==> config.mk <==
export PLATFORM = sky130hd
export DESIGN_NAME = light_bar_pair_matcher_core
export DESIGN_NICKNAME = d
export VERILOG_FILES = /design/src/design/lbpm_pkg.sv /design/src/design/lbpm_datapath.sv /design/src/design/lbpm_ctrl.sv /design/src/design/light_bar_pair_matcher_core.sv
export SDC_FILE = /design/constraint.sdc
export NUM_CORES = 2
export LEC_CHECK = 0
export BUFFER_PORTS_ARGS = -buffer_cell sky130_fd_sc_hd__buf_4
export CAP_MARGIN = 0
export CORE_AREA = 3 3 541 543
export CTS_CLUSTER_SIZE = 30
export DETAILED_ROUTE_END_ITERATION = 6
export DIE_AREA = 0 0 544 546
export GPL_ROUTABILITY_DRIVEN = 0
export PLACE_DENSITY = 0.59
export RECOVER_POWER = 50
export REMOVE_ABC_BUFFERS = 1
export SLEW_MARGIN = 25
export SYNTH_ARGS = -nofsm -noshare
export SYNTH_HDL_FRONTEND = slang
export SYNTH_HIERARCHICAL = 1
export SYNTH_SLANG_ARGS = --single-unit
==> constraint.sdc <==
create_clock -name clk_i -period 16.41 [get_ports clk_i]
set_input_delay 1.641 -clock clk_i [delete_from_list [all_inputs] [get_ports clk_i]]
set_output_delay 1.641 -clock clk_i [all_outputs]
set_load 0.02 [all_outputs]
==> src/design/lbpm_pkg.sv <==
// ----------------------------------------------------------------------------
// lbpm_pkg: shared types and constants of the light bar pair matcher
// Bar record, register indexes, reset values and the per-pair step codes.
// ----------------------------------------------------------------------------
package lbpm_pkg;

  localparam int unsigned CfgIdxW = 3;
  localparam int unsigned CfgDataW = 16;
  localparam int unsigned PosW = 16;
  localparam int unsigned AngW = 13;
  localparam int unsigned AngleGapW = 11;
  localparam int unsigned CountW = 9;
  localparam int unsigned MulW = 17;
  localparam int unsigned ProdW = 2 * MulW;
  localparam int unsigned RsW = 33;
  localparam int unsigned SqW = 2 * RsW;
  localparam int unsigned SumW = PosW + 1;

  localparam logic [CfgIdxW-1:0] CFG_MAX_LENGTH_GAP = 3'd0;
  localparam logic [CfgIdxW-1:0] CFG_MAX_ANGLE_GAP = 3'd1;
  localparam logic [CfgIdxW-1:0] CFG_MIN_SPACING_RATIO = 3'd2;
  localparam logic [CfgIdxW-1:0] CFG_MAX_SPACING_RATIO = 3'd3;
  localparam logic [CfgIdxW-1:0] CFG_MAX_HEIGHT_RATIO = 3'd4;

  localparam logic [15:0] RST_MAX_LENGTH_GAP = 16'd800;
  localparam logic [10:0] RST_MAX_ANGLE_GAP = 11'd560;
  localparam logic [15:0] RST_MIN_SPACING_RATIO = 16'd154;
  localparam logic [15:0] RST_MAX_SPACING_RATIO = 16'd1280;
  localparam logic [15:0] RST_MAX_HEIGHT_RATIO = 16'd205;

  localparam logic signed [13:0] ANGLE_HALF = 14'sd1440;
  localparam logic signed [13:0] ANGLE_FULL = 14'sd2880;
  localparam logic [CountW-1:0] COUNT_MAX = 9'd511;

  typedef struct packed {
    logic [PosW-1:0]        x;
    logic [PosW-1:0]        y;
    logic [PosW-1:0]        len;
    logic signed [AngW-1:0] ang;
  } bar_t;

  typedef enum logic [3:0] {
    STEP_NONE,
    STEP_EVAL,
    STEP_M_DX,
    STEP_M_DY,
    STEP_M_MIN,
    STEP_M_MAX,
    STEP_M_HGT,
    STEP_SQ_MIN_L,
    STEP_SQ_MIN_M,
    STEP_SQ_MIN_H,
    STEP_SQ_MAX_L,
    STEP_SQ_MAX_M,
    STEP_SQ_MAX_H,
    STEP_FINISH
  } step_e;

  typedef struct packed {
    logic  mem_we;
    logic  cnt_clr;
    step_e step;
  } cmd_t;

  function automatic step_e next_step(step_e s);
    step_e n;
    case (s)
      STEP_EVAL:     n = STEP_M_DX;
      STEP_M_DX:     n = STEP_M_DY;
      STEP_M_DY:     n = STEP_M_MIN;
      STEP_M_MIN:    n = STEP_M_MAX;
      STEP_M_MAX:    n = STEP_M_HGT;
      STEP_M_HGT:    n = STEP_SQ_MIN_L;
      STEP_SQ_MIN_L: n = STEP_SQ_MIN_M;
      STEP_SQ_MIN_M: n = STEP_SQ_MIN_H;
      STEP_SQ_MIN_H: n = STEP_SQ_MAX_L;
      STEP_SQ_MAX_L: n = STEP_SQ_MAX_M;
      STEP_SQ_MAX_M: n = STEP_SQ_MAX_H;
      STEP_SQ_MAX_H: n = STEP_FINISH;
      default:       n = STEP_EVAL;
    endcase
    return n;
  endfunction

endpackage

==> src/design/lbpm_datapath.sv <==
// ----------------------------------------------------------------------------
// lbpm_datapath: bar store, config registers and pair test arithmetic
// Two-read bar memory, one shared 17x17 multiplier and the pair counter.
// ----------------------------------------------------------------------------
module lbpm_datapath #(
  parameter int unsigned MAX_BARS = 32,
  localparam int unsigned AW = (MAX_BARS > 1) ? $clog2(MAX_BARS) : 1
) (
  input  logic                           clk_i,
  input  logic                           rst_ni,
  input  lbpm_pkg::cmd_t                 cmd_i,
  input  logic [AW-1:0]                  waddr_i,
  input  logic [AW-1:0]                  raddr_a_i,
  input  logic [AW-1:0]                  raddr_b_i,
  input  logic [lbpm_pkg::PosW-1:0]      center_x_i,
  input  logic [lbpm_pkg::PosW-1:0]      center_y_i,
  input  logic [lbpm_pkg::PosW-1:0]      bar_length_i,
  input  logic signed [lbpm_pkg::AngW-1:0] bar_angle_i,
  input  logic                           cfg_we_i,
  input  logic [lbpm_pkg::CfgIdxW-1:0]   cfg_idx_i,
  input  logic [lbpm_pkg::CfgDataW-1:0]  cfg_wdata_i,
  output logic [lbpm_pkg::CountW-1:0]    pair_count_o
);

  lbpm_pkg::bar_t mem [MAX_BARS];
  lbpm_pkg::bar_t rd_a_q, rd_b_q;

  logic [15:0] len_gap_q, min_ratio_q, max_ratio_q, hgt_ratio_q;
  logic [lbpm_pkg::AngleGapW-1:0] ang_gap_q;

  logic [lbpm_pkg::SumW-1:0]  sum_q;
  logic [lbpm_pkg::PosW-1:0]  dx_q, dy_q;
  logic [lbpm_pkg::RsW-1:0]   dist_q, rsmin_q, rsmax_q;
  logic [lbpm_pkg::SqW-1:0]   acc_q;
  logic [lbpm_pkg::ProdW-1:0] prod_q;
  logic                       rej_q;
  logic [lbpm_pkg::CountW-1:0] count_q;

  logic [lbpm_pkg::MulW-1:0]  op_a, op_b;
  logic [15:0]                rmax;
  logic [lbpm_pkg::SumW-1:0]  sum_d;
  logic [lbpm_pkg::PosW-1:0]  len_delta, dx_d, dy_d;
  logic signed [13:0]         ang_d, ang_abs, ang_w;
  logic                       first_bad;
  logic [lbpm_pkg::SqW-1:0]   scaled, sq_sum, prod_ext;

  always_ff @(posedge clk_i) begin
    if (cmd_i.mem_we) begin
      mem[waddr_i] <= '{x: center_x_i, y: center_y_i, len: bar_length_i, ang: bar_angle_i};
    end
    rd_a_q <= mem[raddr_a_i];
    rd_b_q <= mem[raddr_b_i];
  end

  always_ff @(posedge clk_i or negedge rst_ni) begin
    if (!rst_ni) begin
      len_gap_q   <= lbpm_pkg::RST_MAX_LENGTH_GAP;
      ang_gap_q   <= lbpm_pkg::RST_MAX_ANGLE_GAP;
      min_ratio_q <= lbpm_pkg::RST_MIN_SPACING_RATIO;
      max_ratio_q <= lbpm_pkg::RST_MAX_SPACING_RATIO;
      hgt_ratio_q <= lbpm_pkg::RST_MAX_HEIGHT_RATIO;
    end else if (cfg_we_i) begin
      case (cfg_idx_i)
        lbpm_pkg::CFG_MAX_LENGTH_GAP:    len_gap_q   <= cfg_wdata_i;
        lbpm_pkg::CFG_MAX_ANGLE_GAP:     ang_gap_q   <= cfg_wdata_i[lbpm_pkg::AngleGapW-1:0];
        lbpm_pkg::CFG_MIN_SPACING_RATIO: min_ratio_q <= cfg_wdata_i;
        lbpm_pkg::CFG_MAX_SPACING_RATIO: max_ratio_q <= cfg_wdata_i;
        lbpm_pkg::CFG_MAX_HEIGHT_RATIO:  hgt_ratio_q <= cfg_wdata_i;
        default: ;
      endcase
    end
  end

  // first checks on the fetched pair
  always_comb begin
    rmax      = (max_ratio_q > min_ratio_q) ? max_ratio_q : min_ratio_q;
    sum_d     = {1'b0, rd_a_q.len} + {1'b0, rd_b_q.len};
    len_delta = (rd_a_q.len > rd_b_q.len) ? rd_a_q.len - rd_b_q.len : rd_b_q.len - rd_a_q.len;
    dx_d      = (rd_a_q.x > rd_b_q.x) ? rd_a_q.x - rd_b_q.x : rd_b_q.x - rd_a_q.x;
    dy_d      = (rd_a_q.y > rd_b_q.y) ? rd_a_q.y - rd_b_q.y : rd_b_q.y - rd_a_q.y;
    ang_d     = $signed({rd_a_q.ang[lbpm_pkg::AngW-1], rd_a_q.ang})
              - $signed({rd_b_q.ang[lbpm_pkg::AngW-1], rd_b_q.ang});
    ang_abs   = (ang_d < 0) ? -ang_d : ang_d;
    ang_w     = (ang_abs > lbpm_pkg::ANGLE_HALF) ? lbpm_pkg::ANGLE_FULL - ang_abs : ang_abs;
    first_bad = (sum_d == '0) || (len_delta > len_gap_q)
             || (ang_w > $signed({3'b000, ang_gap_q}));
  end

  // shared multiplier operand select
  always_comb begin
    op_a = '0;
    op_b = '0;
    case (cmd_i.step)
      lbpm_pkg::STEP_M_DX: begin
        op_a = {1'b0, dx_q};
        op_b = {1'b0, dx_q};
      end
      lbpm_pkg::STEP_M_DY: begin
        op_a = {1'b0, dy_q};
        op_b = {1'b0, dy_q};
      end
      lbpm_pkg::STEP_M_MIN: begin
        op_a = {1'b0, min_ratio_q};
        op_b = sum_q;
      end
      lbpm_pkg::STEP_M_MAX: begin
        op_a = {1'b0, rmax};
        op_b = sum_q;
      end
      lbpm_pkg::STEP_M_HGT: begin
        op_a = sum_q;
        op_b = {1'b0, hgt_ratio_q};
      end
      lbpm_pkg::STEP_SQ_MIN_L: begin
        op_a = rsmin_q[16:0];
        op_b = rsmin_q[16:0];
      end
      lbpm_pkg::STEP_SQ_MIN_M: begin
        op_a = {1'b0, rsmin_q[32:17]};
        op_b = rsmin_q[16:0];
      end
      lbpm_pkg::STEP_SQ_MIN_H: begin
        op_a = {1'b0, rsmin_q[32:17]};
        op_b = {1'b0, rsmin_q[32:17]};
      end
      lbpm_pkg::STEP_SQ_MAX_L: begin
        op_a = rsmax_q[16:0];
        op_b = rsmax_q[16:0];
      end
      lbpm_pkg::STEP_SQ_MAX_M: begin
        op_a = {1'b0, rsmax_q[32:17]};
        op_b = rsmax_q[16:0];
      end
      lbpm_pkg::STEP_SQ_MAX_H: begin
        op_a = {1'b0, rsmax_q[32:17]};
        op_b = {1'b0, rsmax_q[32:17]};
      end
      default: ;
    endcase
  end

  always_comb begin
    prod_ext = lbpm_pkg::SqW'(prod_q);
    scaled   = lbpm_pkg::SqW'({dist_q, 18'b0});
    sq_sum   = acc_q + (prod_ext << 34);
  end

  always_ff @(posedge clk_i) begin
    prod_q <= op_a * op_b;
    case (cmd_i.step)
      lbpm_pkg::STEP_EVAL: begin
        sum_q <= sum_d;
        dx_q  <= dx_d;
        dy_q  <= dy_d;
        rej_q <= first_bad;
      end
      lbpm_pkg::STEP_M_DY:  dist_q  <= lbpm_pkg::RsW'(prod_q);
      lbpm_pkg::STEP_M_MIN: dist_q  <= dist_q + lbpm_pkg::RsW'(prod_q);
      lbpm_pkg::STEP_M_MAX: rsmin_q <= lbpm_pkg::RsW'(prod_q);
      lbpm_pkg::STEP_M_HGT: rsmax_q <= lbpm_pkg::RsW'(prod_q);
      lbpm_pkg::STEP_SQ_MIN_L: begin
        if ({9'b0, dy_q, 9'b0} > prod_q) rej_q <= 1'b1;
      end
      lbpm_pkg::STEP_SQ_MIN_M: acc_q <= prod_ext;
      lbpm_pkg::STEP_SQ_MIN_H: acc_q <= acc_q + (prod_ext << 18);
      lbpm_pkg::STEP_SQ_MAX_L: begin
        if (sq_sum > scaled) rej_q <= 1'b1;
      end
      lbpm_pkg::STEP_SQ_MAX_M: acc_q <= prod_ext;
      lbpm_pkg::STEP_SQ_MAX_H: acc_q <= acc_q + (prod_ext << 18);
      default: ;
    endcase
  end

  always_ff @(posedge clk_i or negedge rst_ni) begin
    if (!rst_ni) begin
      count_q <= '0;
    end else if (cmd_i.cnt_clr) begin
      count_q <= '0;
    end else if (cmd_i.step == lbpm_pkg::STEP_FINISH && !rej_q && !(sq_sum < scaled)
                 && count_q != lbpm_pkg::COUNT_MAX) begin
      count_q <= count_q + 1'b1;
    end
  end

  assign pair_count_o = count_q;

endmodule

==> src/design/lbpm_ctrl.sv <==
// ----------------------------------------------------------------------------
// lbpm_ctrl: bar loading and pair walk sequencer
// Tracks the fill level, walks pairs i<j and steps the datapath per pair.
// ----------------------------------------------------------------------------
module lbpm_ctrl #(
  parameter int unsigned MAX_BARS = 32,
  localparam int unsigned AW = (MAX_BARS > 1) ? $clog2(MAX_BARS) : 1,
  localparam int unsigned CW = $clog2(MAX_BARS + 1)
) (
  input  logic           clk_i,
  input  logic           rst_ni,
  input  logic           start,
  input  logic           last_bar_i,
  output logic           busy,
  output logic           done_o,
  output logic           bars_dropped_o,
  output lbpm_pkg::cmd_t cmd_o,
  output logic [AW-1:0]  waddr_o,
  output logic [AW-1:0]  raddr_a_o,
  output logic [AW-1:0]  raddr_b_o
);

  typedef enum logic [1:0] {
    ST_IDLE,
    ST_FETCH,
    ST_CALC
  } state_e;

  state_e              state_q;
  lbpm_pkg::step_e     step_q;
  logic [CW-1:0]       held_q;
  logic                ovf_q;
  logic [AW-1:0]       i_q, j_q;
  logic                done_q, dropped_q;

  logic          accept, full;
  logic [CW-1:0] n_bars, j_next, i_next2;

  always_comb begin
    accept  = start && (state_q == ST_IDLE);
    full    = (held_q == CW'(MAX_BARS));
    n_bars  = full ? held_q : held_q + CW'(1);
    j_next  = CW'(j_q) + CW'(1);
    i_next2 = CW'(i_q) + CW'(2);
  end

  always_ff @(posedge clk_i or negedge rst_ni) begin
    if (!rst_ni) begin
      state_q   <= ST_IDLE;
      step_q    <= lbpm_pkg::STEP_EVAL;
      held_q    <= '0;
      ovf_q     <= 1'b0;
      i_q       <= '0;
      j_q       <= '0;
      done_q    <= 1'b0;
      dropped_q <= 1'b0;
    end else begin
      done_q <= 1'b0;
      case (state_q)
        ST_IDLE: begin
          if (accept) begin
            if (last_bar_i) begin
              if (n_bars < CW'(2)) begin
                done_q    <= 1'b1;
                dropped_q <= ovf_q || full;
                held_q    <= '0;
                ovf_q     <= 1'b0;
              end else begin
                held_q  <= n_bars;
                ovf_q   <= ovf_q || full;
                i_q     <= '0;
                j_q     <= AW'(1);
                state_q <= ST_FETCH;
              end
            end else if (full) begin
              ovf_q <= 1'b1;
            end else begin
              held_q <= n_bars;
            end
          end
        end
        ST_FETCH: begin
          step_q  <= lbpm_pkg::STEP_EVAL;
          state_q <= ST_CALC;
        end
        ST_CALC: begin
          step_q <= lbpm_pkg::next_step(step_q);
          if (step_q == lbpm_pkg::STEP_FINISH) begin
            if (j_next < held_q) begin
              j_q     <= AW'(j_next);
              state_q <= ST_FETCH;
            end else if (i_next2 < held_q) begin
              i_q     <= i_q + AW'(1);
              j_q     <= AW'(i_next2);
              state_q <= ST_FETCH;
            end else begin
              done_q    <= 1'b1;
              dropped_q <= ovf_q;
              held_q    <= '0;
              ovf_q     <= 1'b0;
              state_q   <= ST_IDLE;
            end
          end
        end
        default: state_q <= ST_IDLE;
      endcase
    end
  end

  always_comb begin
    cmd_o.mem_we  = accept && !full;
    cmd_o.cnt_clr = accept && last_bar_i;
    cmd_o.step    = (state_q == ST_CALC) ? step_q : lbpm_pkg::STEP_NONE;
  end

  assign busy           = (state_q != ST_IDLE);
  assign done_o         = done_q;
  assign bars_dropped_o = dropped_q;
  assign waddr_o        = AW'(held_q);
  assign raddr_a_o      = i_q;
  assign raddr_b_o      = j_q;

endmodule

==> src/design/light_bar_pair_matcher_core.sv <==
// ----------------------------------------------------------------------------
// light_bar_pair_matcher_core: counts matching light bar pairs of a frame
//
//   channel | handshake         | payload
//   --------+-------------------+----------------------------------------------
//   bar in  | start, busy       | center_x_i center_y_i bar_length_i
//           |                   | bar_angle_i last_bar_i
//   result  | done_o (strobe)   | pair_count_o bars_dropped_o
//   config  | cfg_we_i          | cfg_idx_i cfg_wdata_i
//
// a bar that is not last is stored, or dropped when full; busy stays low
// the last bar of n stored bars starts the pair walk over all n*(n-1)/2 pairs,
//   one pair at a time, stepped through the one shared 17x17 multiplier
// done_o shows the result for one cycle, the next frame may start then
// reset clears fill level, walk state and pair count, loads config reset values, no memory sweep
// ----------------------------------------------------------------------------
module light_bar_pair_matcher_core #(
  parameter int unsigned MAX_BARS = 32
) (
  input  logic                             clk_i,
  input  logic                             rst_ni,
  input  logic                             start,
  output logic                             busy,
  input  logic [lbpm_pkg::PosW-1:0]        center_x_i,
  input  logic [lbpm_pkg::PosW-1:0]        center_y_i,
  input  logic [lbpm_pkg::PosW-1:0]        bar_length_i,
  input  logic signed [lbpm_pkg::AngW-1:0] bar_angle_i,
  input  logic                             last_bar_i,
  output logic                             done_o,
  output logic [lbpm_pkg::CountW-1:0]      pair_count_o,
  output logic                             bars_dropped_o,
  input  logic                             cfg_we_i,
  input  logic [lbpm_pkg::CfgIdxW-1:0]     cfg_idx_i,
  input  logic [lbpm_pkg::CfgDataW-1:0]    cfg_wdata_i
);

  localparam int unsigned AW = (MAX_BARS > 1) ? $clog2(MAX_BARS) : 1;

  lbpm_pkg::cmd_t cmd;
  logic [AW-1:0]  waddr, raddr_a, raddr_b;

  lbpm_ctrl #(
    .MAX_BARS(MAX_BARS)
  ) u_ctrl (
    .clk_i         (clk_i),
    .rst_ni        (rst_ni),
    .start         (start),
    .last_bar_i    (last_bar_i),
    .busy          (busy),
    .done_o        (done_o),
    .bars_dropped_o(bars_dropped_o),
    .cmd_o         (cmd),
    .waddr_o       (waddr),
    .raddr_a_o     (raddr_a),
    .raddr_b_o     (raddr_b)
  );

  lbpm_datapath #(
    .MAX_BARS(MAX_BARS)
  ) u_datapath (
    .clk_i       (clk_i),
    .rst_ni      (rst_ni),
    .cmd_i       (cmd),
    .waddr_i     (waddr),
    .raddr_a_i   (raddr_a),
    .raddr_b_i   (raddr_b),
    .center_x_i  (center_x_i),
    .center_y_i  (center_y_i),
    .bar_length_i(bar_length_i),
    .bar_angle_i (bar_angle_i),
    .cfg_we_i    (cfg_we_i),
    .cfg_idx_i   (cfg_idx_i),
    .cfg_wdata_i (cfg_wdata_i),
    .pair_count_o(pair_count_o)
  );

endmodule

After elaboration in Yosys (flattened, before gate mapping)
Memory sizes are Yosys's and may differ from the RTL's. A register that Yosys moved wholly into a read port is not among the register bits.
Index checks and enable logic that the tools add are counted.
Widths: inputs -> output; s select.
{"block": "classes", "n_reduce_logical": 41, "eq_ne": 35, "add_sub_neg": 18, "n_mul": 1, "magnitude_cmp": 14, "mux": 71}
{"operator": "$pmux 17 s9", "count": 1}
{"operator": "$pmux 17 s8", "count": 1}
{"operator": "$pmux 66 s2", "count": 1}
{"operator": "$sub 16x16->16", "count": 6}
{"operator": "$gt 16x16->1", "count": 5}
{"operator": "$add 66x52->66", "count": 1}
{"operator": "$add 66x66->66", "count": 1}
{"operator": "$gt 66x51->1", "count": 1}
{"operator": "$lt 66x51->1", "count": 1}
{"operator": "$pmux 33 s2", "count": 1}
{"operator": "$mux 16", "count": 4}
{"operator": "$mux 5", "count": 12}
{"operator": "$mux 6", "count": 8}
{"operator": "$gt 25x34->1", "count": 1}
{"operator": "$mul 17x17->34", "count": 1}
{"operator": "$add 33x33->33", "count": 1}
{"operator": "$eq 4x4->1 const B", "count": 7}
{"operator": "$mux 14", "count": 2}
{"operator": "$mux 1", "count": 24}
{"operator": "$pmux 5 s2", "count": 2}
{"operator": "$mux 9", "count": 2}
{"operator": "$reduce_and 6->1", "count": 3}
{"operator": "$add 16x16->17", "count": 1}
{"operator": "$logic_not 17->1", "count": 1}
{"operator": "47 further kinds", "count": 92}
{"block": "totals", "inputBits": 85, "ramBits": 1952, "reg_bits": 358, "out_inout_bits": 12, "wordCells": 205, "n_memories": 2, "rom_bits": 64}
{"memory": "u_datapath.mem", "depth": 32, "width": 61, "read_ports": 2, "rd_ports_with_merged_regs": 2, "write_ports": 1, "line": "lbpm_datapath.sv:25", "source": "lbpm_pkg::bar_t mem [MAX_BARS];"}
{"memory": "(name not given)", "depth": 16, "width": 4, "read_ports": 1, "rd_ports_with_merged_regs": 0, "write_ports": 0, "line": "lbpm_pkg.sv:67", "source": "case (s)"}

Longest topological paths before layout
{"block": "logic_depth", "ltp_word": 8, "depth_mapped": 42, "depth_no_buf": 39}

Modules after synthesis
Netlist, hierarchy kept.
{"mod": "lbpm_datapath", "instances": 1, "cells_each": 7766, "area_per_inst_um2": 127345.9}
{"mod": "lbpm_ctrl", "instances": 1, "cells_each": 258, "area_per_inst_um2": 2235.9}

Least setup slack after synthesis
OpenSTA, ideal clock, no wires.
{"block": "synth_timing", "path_kind": "register -> register", "startpoint": "register u_ctrl.state_q[0]", "endpoint": "register u_datapath/prod_q[33] (netlist bit)", "stages_incl_launch_ff": 38, "synth_period_minus_slack_ns": 9.559, "arrival_ns": 9.439, "path_slack_ns": 6.851, "t_required_ns": 16.290, "path_buffers": 6, "cell_sequence": "dfrtp_1 -> inv_1 -> ha_1 -> buf_2 -> inv_1 -> clkbuf_1 -> nor2_1 -> clkbuf_1 -> nand2b_1 -> clkbuf_1 -> nor2_1 -> clkbuf_1 -> a22oi_1 -> nand4_1 -> clkbuf_1 -> nand2_1 -> fa_1 -> fa_1 -> [2 not listed] -> fa_1 -> fa_1 -> inv_1 -> fa_1 -> inv_1 -> ha_1 -> a21o_1 -> a21o_1 -> o21ai_0 -> a31oi_1 -> o21ai_0 -> o21ai_0 -> and4_1 -> nor2_1 -> a21oi_1 -> a211oi_1 -> a21oi_1 -> xnor2_1"}
{"item": "start: declaration", "line": "lbpm_ctrl.sv:29", "source": "state_e state_q;"}
{"item": "start signal: assignment", "line": "lbpm_ctrl.sv:49", "source": "state_q <= ST_IDLE;"}
{"item": "start signal: assignment", "line": "lbpm_ctrl.sv:73", "source": "state_q <= ST_FETCH;"}
{"item": "start signal: assignment", "line": "lbpm_ctrl.sv:84", "source": "state_q <= ST_CALC;"}
{"item": "end signal: assignment", "line": "lbpm_datapath.sv:149", "source": "prod_q <= op_a * op_b;"}
{"item": "end: declaration", "line": "lbpm_datapath.sv:35", "source": "logic [lbpm_pkg::ProdW-1:0] prod_q;"}

==> flow_metrics.py <==
metrics = {
    "clock_network": {
        "cts_root_buf": "clkbuf_16",
        "cts_resized": 0,
        "cts_tree": "done",
        "clockBufferDepth": 4,
        "clk_latency_ns": 0.92,
        "hold_buffers": 0,
        "clk_pin_slew_ns": 0.06,
        "cts_htree_levels": 5,
        "numCtsBuffers": 280,
        "clock-sinks": 2432,
        "cts_setup_buffers": 0,
    },
    "sta": {
        "maxSlewHeadroom": -4.75,
        "fmax_mhz": 82.5,
        "max_slew.worst_pin.slew_ns": 8.63,
        "setup_violations": 0,
        "rsz0062_at_grt": "no",
        "hold_viol": 0,
        "report.final.slew_viol_count": 798,
        "finClkSkew_ns": 0.0956,
        "fin_tns_setup_ns": 0,
        "finalCriticalPeriod_ns": 12.13,
        "period_share": 0.739,
    },
    "power": {
        "p_sw_frac": 0.356,
        "p_int_mw": 15.2,
        "power.leakage_nw": 49.4,
        "combPwrFrac": 0.397,
        "p_sw_mw": 8.40,
        "power_density_nw_per_um2": 164,
        "peakVddDrop_mv": 0.195,
        "clockPowerShare": 0.268,
        "sequentialPowerShare": 0.335,
    },
    "placement": {
        "post-place-cells": 11700,
        "hpwlAfterDp_microns": 231000,
        "io_buffer_count": 96,
    },
    "detailed_routing": {
        "drtAntennaViolNets": 0,
        "dr.pass1.iters": 6,
        "post-route-drc-count": 0,
        "route.detailed.vias_per_inst": 6.36,
        "wirelength_microns": 388000,
        "first_iter_violations": 8648,
        "wl_per_cell_microns": 31.9,
        "vias": 77500,
    },
    "floorplan": {
        "ios": 97,
        "die_width_microns": 544,
        "coreArea_sq_um": 288000,
        "dieArea_sq_um": 297000,
        "initial_utilization": 0.450,
        "rows": 197,
        "die_y_microns": 546,
    },
    "grt": {
        "antenna_found_initial": 33,
        "grt_overflow": 0,
        "met1_usage": 0.355,
        "grtUsageTotal": 0.260,
        "grt_max_degree": 145,
        "top_usage_layer": "met2",
        "first_global_vias": 79400,
        "met2_usage": 0.422,
        "met3_usage": 0.0440,
        "grt_pass1_wl_microns": 562000,
    },
    "logic_synthesis": {
        "synthTopCellsByArea": "edfxtp_1, mux4_2, ha_1",
        "syn_area_sq_um": 130000,
        "synthTopCellsByCount": "edfxtp_1, mux4_2, inv_1",
        "yosysWarnings": 6,
        "synth-edff-count": 2167,
        "synth_cells": 8024,
        "postSynthAreaPerCell_sq_um": 16.1,
        "ys_ff_latch": 2432,
        "yosysSeqAreaShare": 0.547,
        "async_flop_share": 0.0448,
        "synth_top_area_frac": 0.502,
        "synth_flop_cell": "edfxtp_1",
        "synth_cell_types": 112,
        "yosysTopAreaCell": "edfxtp_1",
        "yosysMostFrequentCell": "edfxtp_1",
    },
    "run": {
        "max-cap-violations": 20,
    },
    "setup_path": {
        "cp.arrival_ns": 12.86,
        "crit_buf_inv": 5,
        "critPathMaxStageDelay_ns": 0.88,
        "critPathSlowestCell": "nor2_2",
        "required_ns": 17.14,
        "crit_type": "reg -> reg",
        "crit_family": "adder cells",
        "cpMostUsedCell": "fa_1",
        "crit_path_start_kind": "flip-flop",
        "end_kind": "flip-flop",
        "crit_fanout": 28,
    },
    "run_status": {
        "outcome": "complete, but fails checks",
        "violations": "capacitance limit, slew limit",
    },
    "final_layout": {
        "fin_cells": 12200,
        "final_nets": 8923,
        "area_growth_syn_to_layout_pct": 11.1,
        "drive_gt1_frac": 0.250,
    },
    "hold_path": {
        "hold_path.class": "reg -> reg",
    },
}
through the flow:
step	area, sq um	power [mW]	hold slack, ns	util	worst slack, ns
floorplan	128000	16.8	0.480	-	-5.96
global placement	135000	17.1	0.496	0.469	4.76
detailed placement	135000	17.2	0.502	0.469	4.42
CTS	144000	23.5	0.514	0.501	4.34
global route	144000	24.6	0.527	0.500	3.55
finish	144000	23.6	0.516	0.500	4.28
layer usage:
layer	routed length [microns]	vias to the layer above
met3	32300	768
li1	-	32100
met2	188000	3540
met4	15100	18
met5	125	-
met1	153000	41100
cells in the final DEF, fill, tap and decap left out, drive strengths merged, types with 75 or more instances in the layout:
cell / Yosys / routed
nand2: 424 / 424
nor3: 75 / 75
a21oi: 234 / 234
fa: 235 / 235
o21ai: 219 / 219
ha: 446 / 446
xnor2: 147 / 147
inv: 576 / 594
a21o: 131 / 131
mux4: 1220 / 1220
clkinv: 1 / 102
buf: 92 / 167
a22oi: 80 / 80
mux2: 177 / 177
dfxtp: 156 / 156
dfrtp: 91 / 91
nor2: 295 / 295
edfxtp: 2167 / 2167
clkbuf: 337 / 473
path summary, 6_finish.rpt:
path | startpoint | endpoint | slack, ns | depth (start not counted)
max in group asynchronous | rst_ni | u_ctrl/raddr_a_o[3] | 9.52 | 2
max | u_ctrl/state_q[0] | u_datapath/prod_q[33] | 4.28 | 32
min in group asynchronous | rst_ni | u_datapath/max_ratio_q[15] | 1.99 | 1
min | u_datapath/hgt_ratio_q[15] | u_datapath/hgt_ratio_q[15] | 0.52 | 1
max reg2reg | u_ctrl/state_q[0] | u_datapath/prod_q[33] | 4.28 | 32
min reg2reg | u_datapath/hgt_ratio_q[15] | u_datapath/hgt_ratio_q[15] | 0.52 | 1
layout make-up:
cell class | instances | area, sq um
fill | 23700 | 144000
clock buffer | 360 | 7530
multi-input combinational | 4586 | 55100
tap | 3781 | 4730
timing repair buffer | 280 | 1780
sequential | 2432 | 71000
clock inverter | 149 | 1720
inverter | 577 | 2170
antenna | 16 | 40.0
sequential cells by signal, summed over array words and instances (netlist names), 33 cells and up:
register and flops:
u_datapath/dist_q 33, u_datapath/rd_b_q 61, u_datapath/mem 1952, u_datapath/rd_a_q 61
u_datapath/rsmax_q 33, u_datapath/prod_q 34, u_datapath/acc_q 66, u_datapath/rsmin_q 33
cell families (layout without fill, tap and decap cells):
| family | Yosys count | in the layout | share of synthesized area |
|---|---|---|---|
| DFF | 2432 | 2432 | 0.547 |
| muxes | 1452 | 1452 | 0.232 |
| and+or+nand+nor | 1253 | 1253 | 0.0469 |
| buffers and inverters | 1006 | 1366 | 0.0297 |
| AOI/OAI and AO/OA | 993 | 993 | 0.0507 |
| adders and majority gates | 681 | 681 | 0.0794 |
| xor gates and xnor gates | 207 | 207 | 0.0140 |
| other | 0 | 16 | 0 |
power groups by stage:
| stage | Sequential [mW] | Combinational, mW | Clock [mW] |
|---|---|---|---|
| detailed placement | 8.02 | 9.19 | 0 |
| global route | 7.93 | 10.0 | 6.67 |
| CTS | 7.89 | 9.23 | 6.42 |
| global placement | 8.00 | 9.11 | 0 |
| finish | 7.90 | 9.36 | 6.30 |
| floorplan | 8.32 | 8.51 | 0 |
No activity file was read; power rests on OpenSTA's default activity.
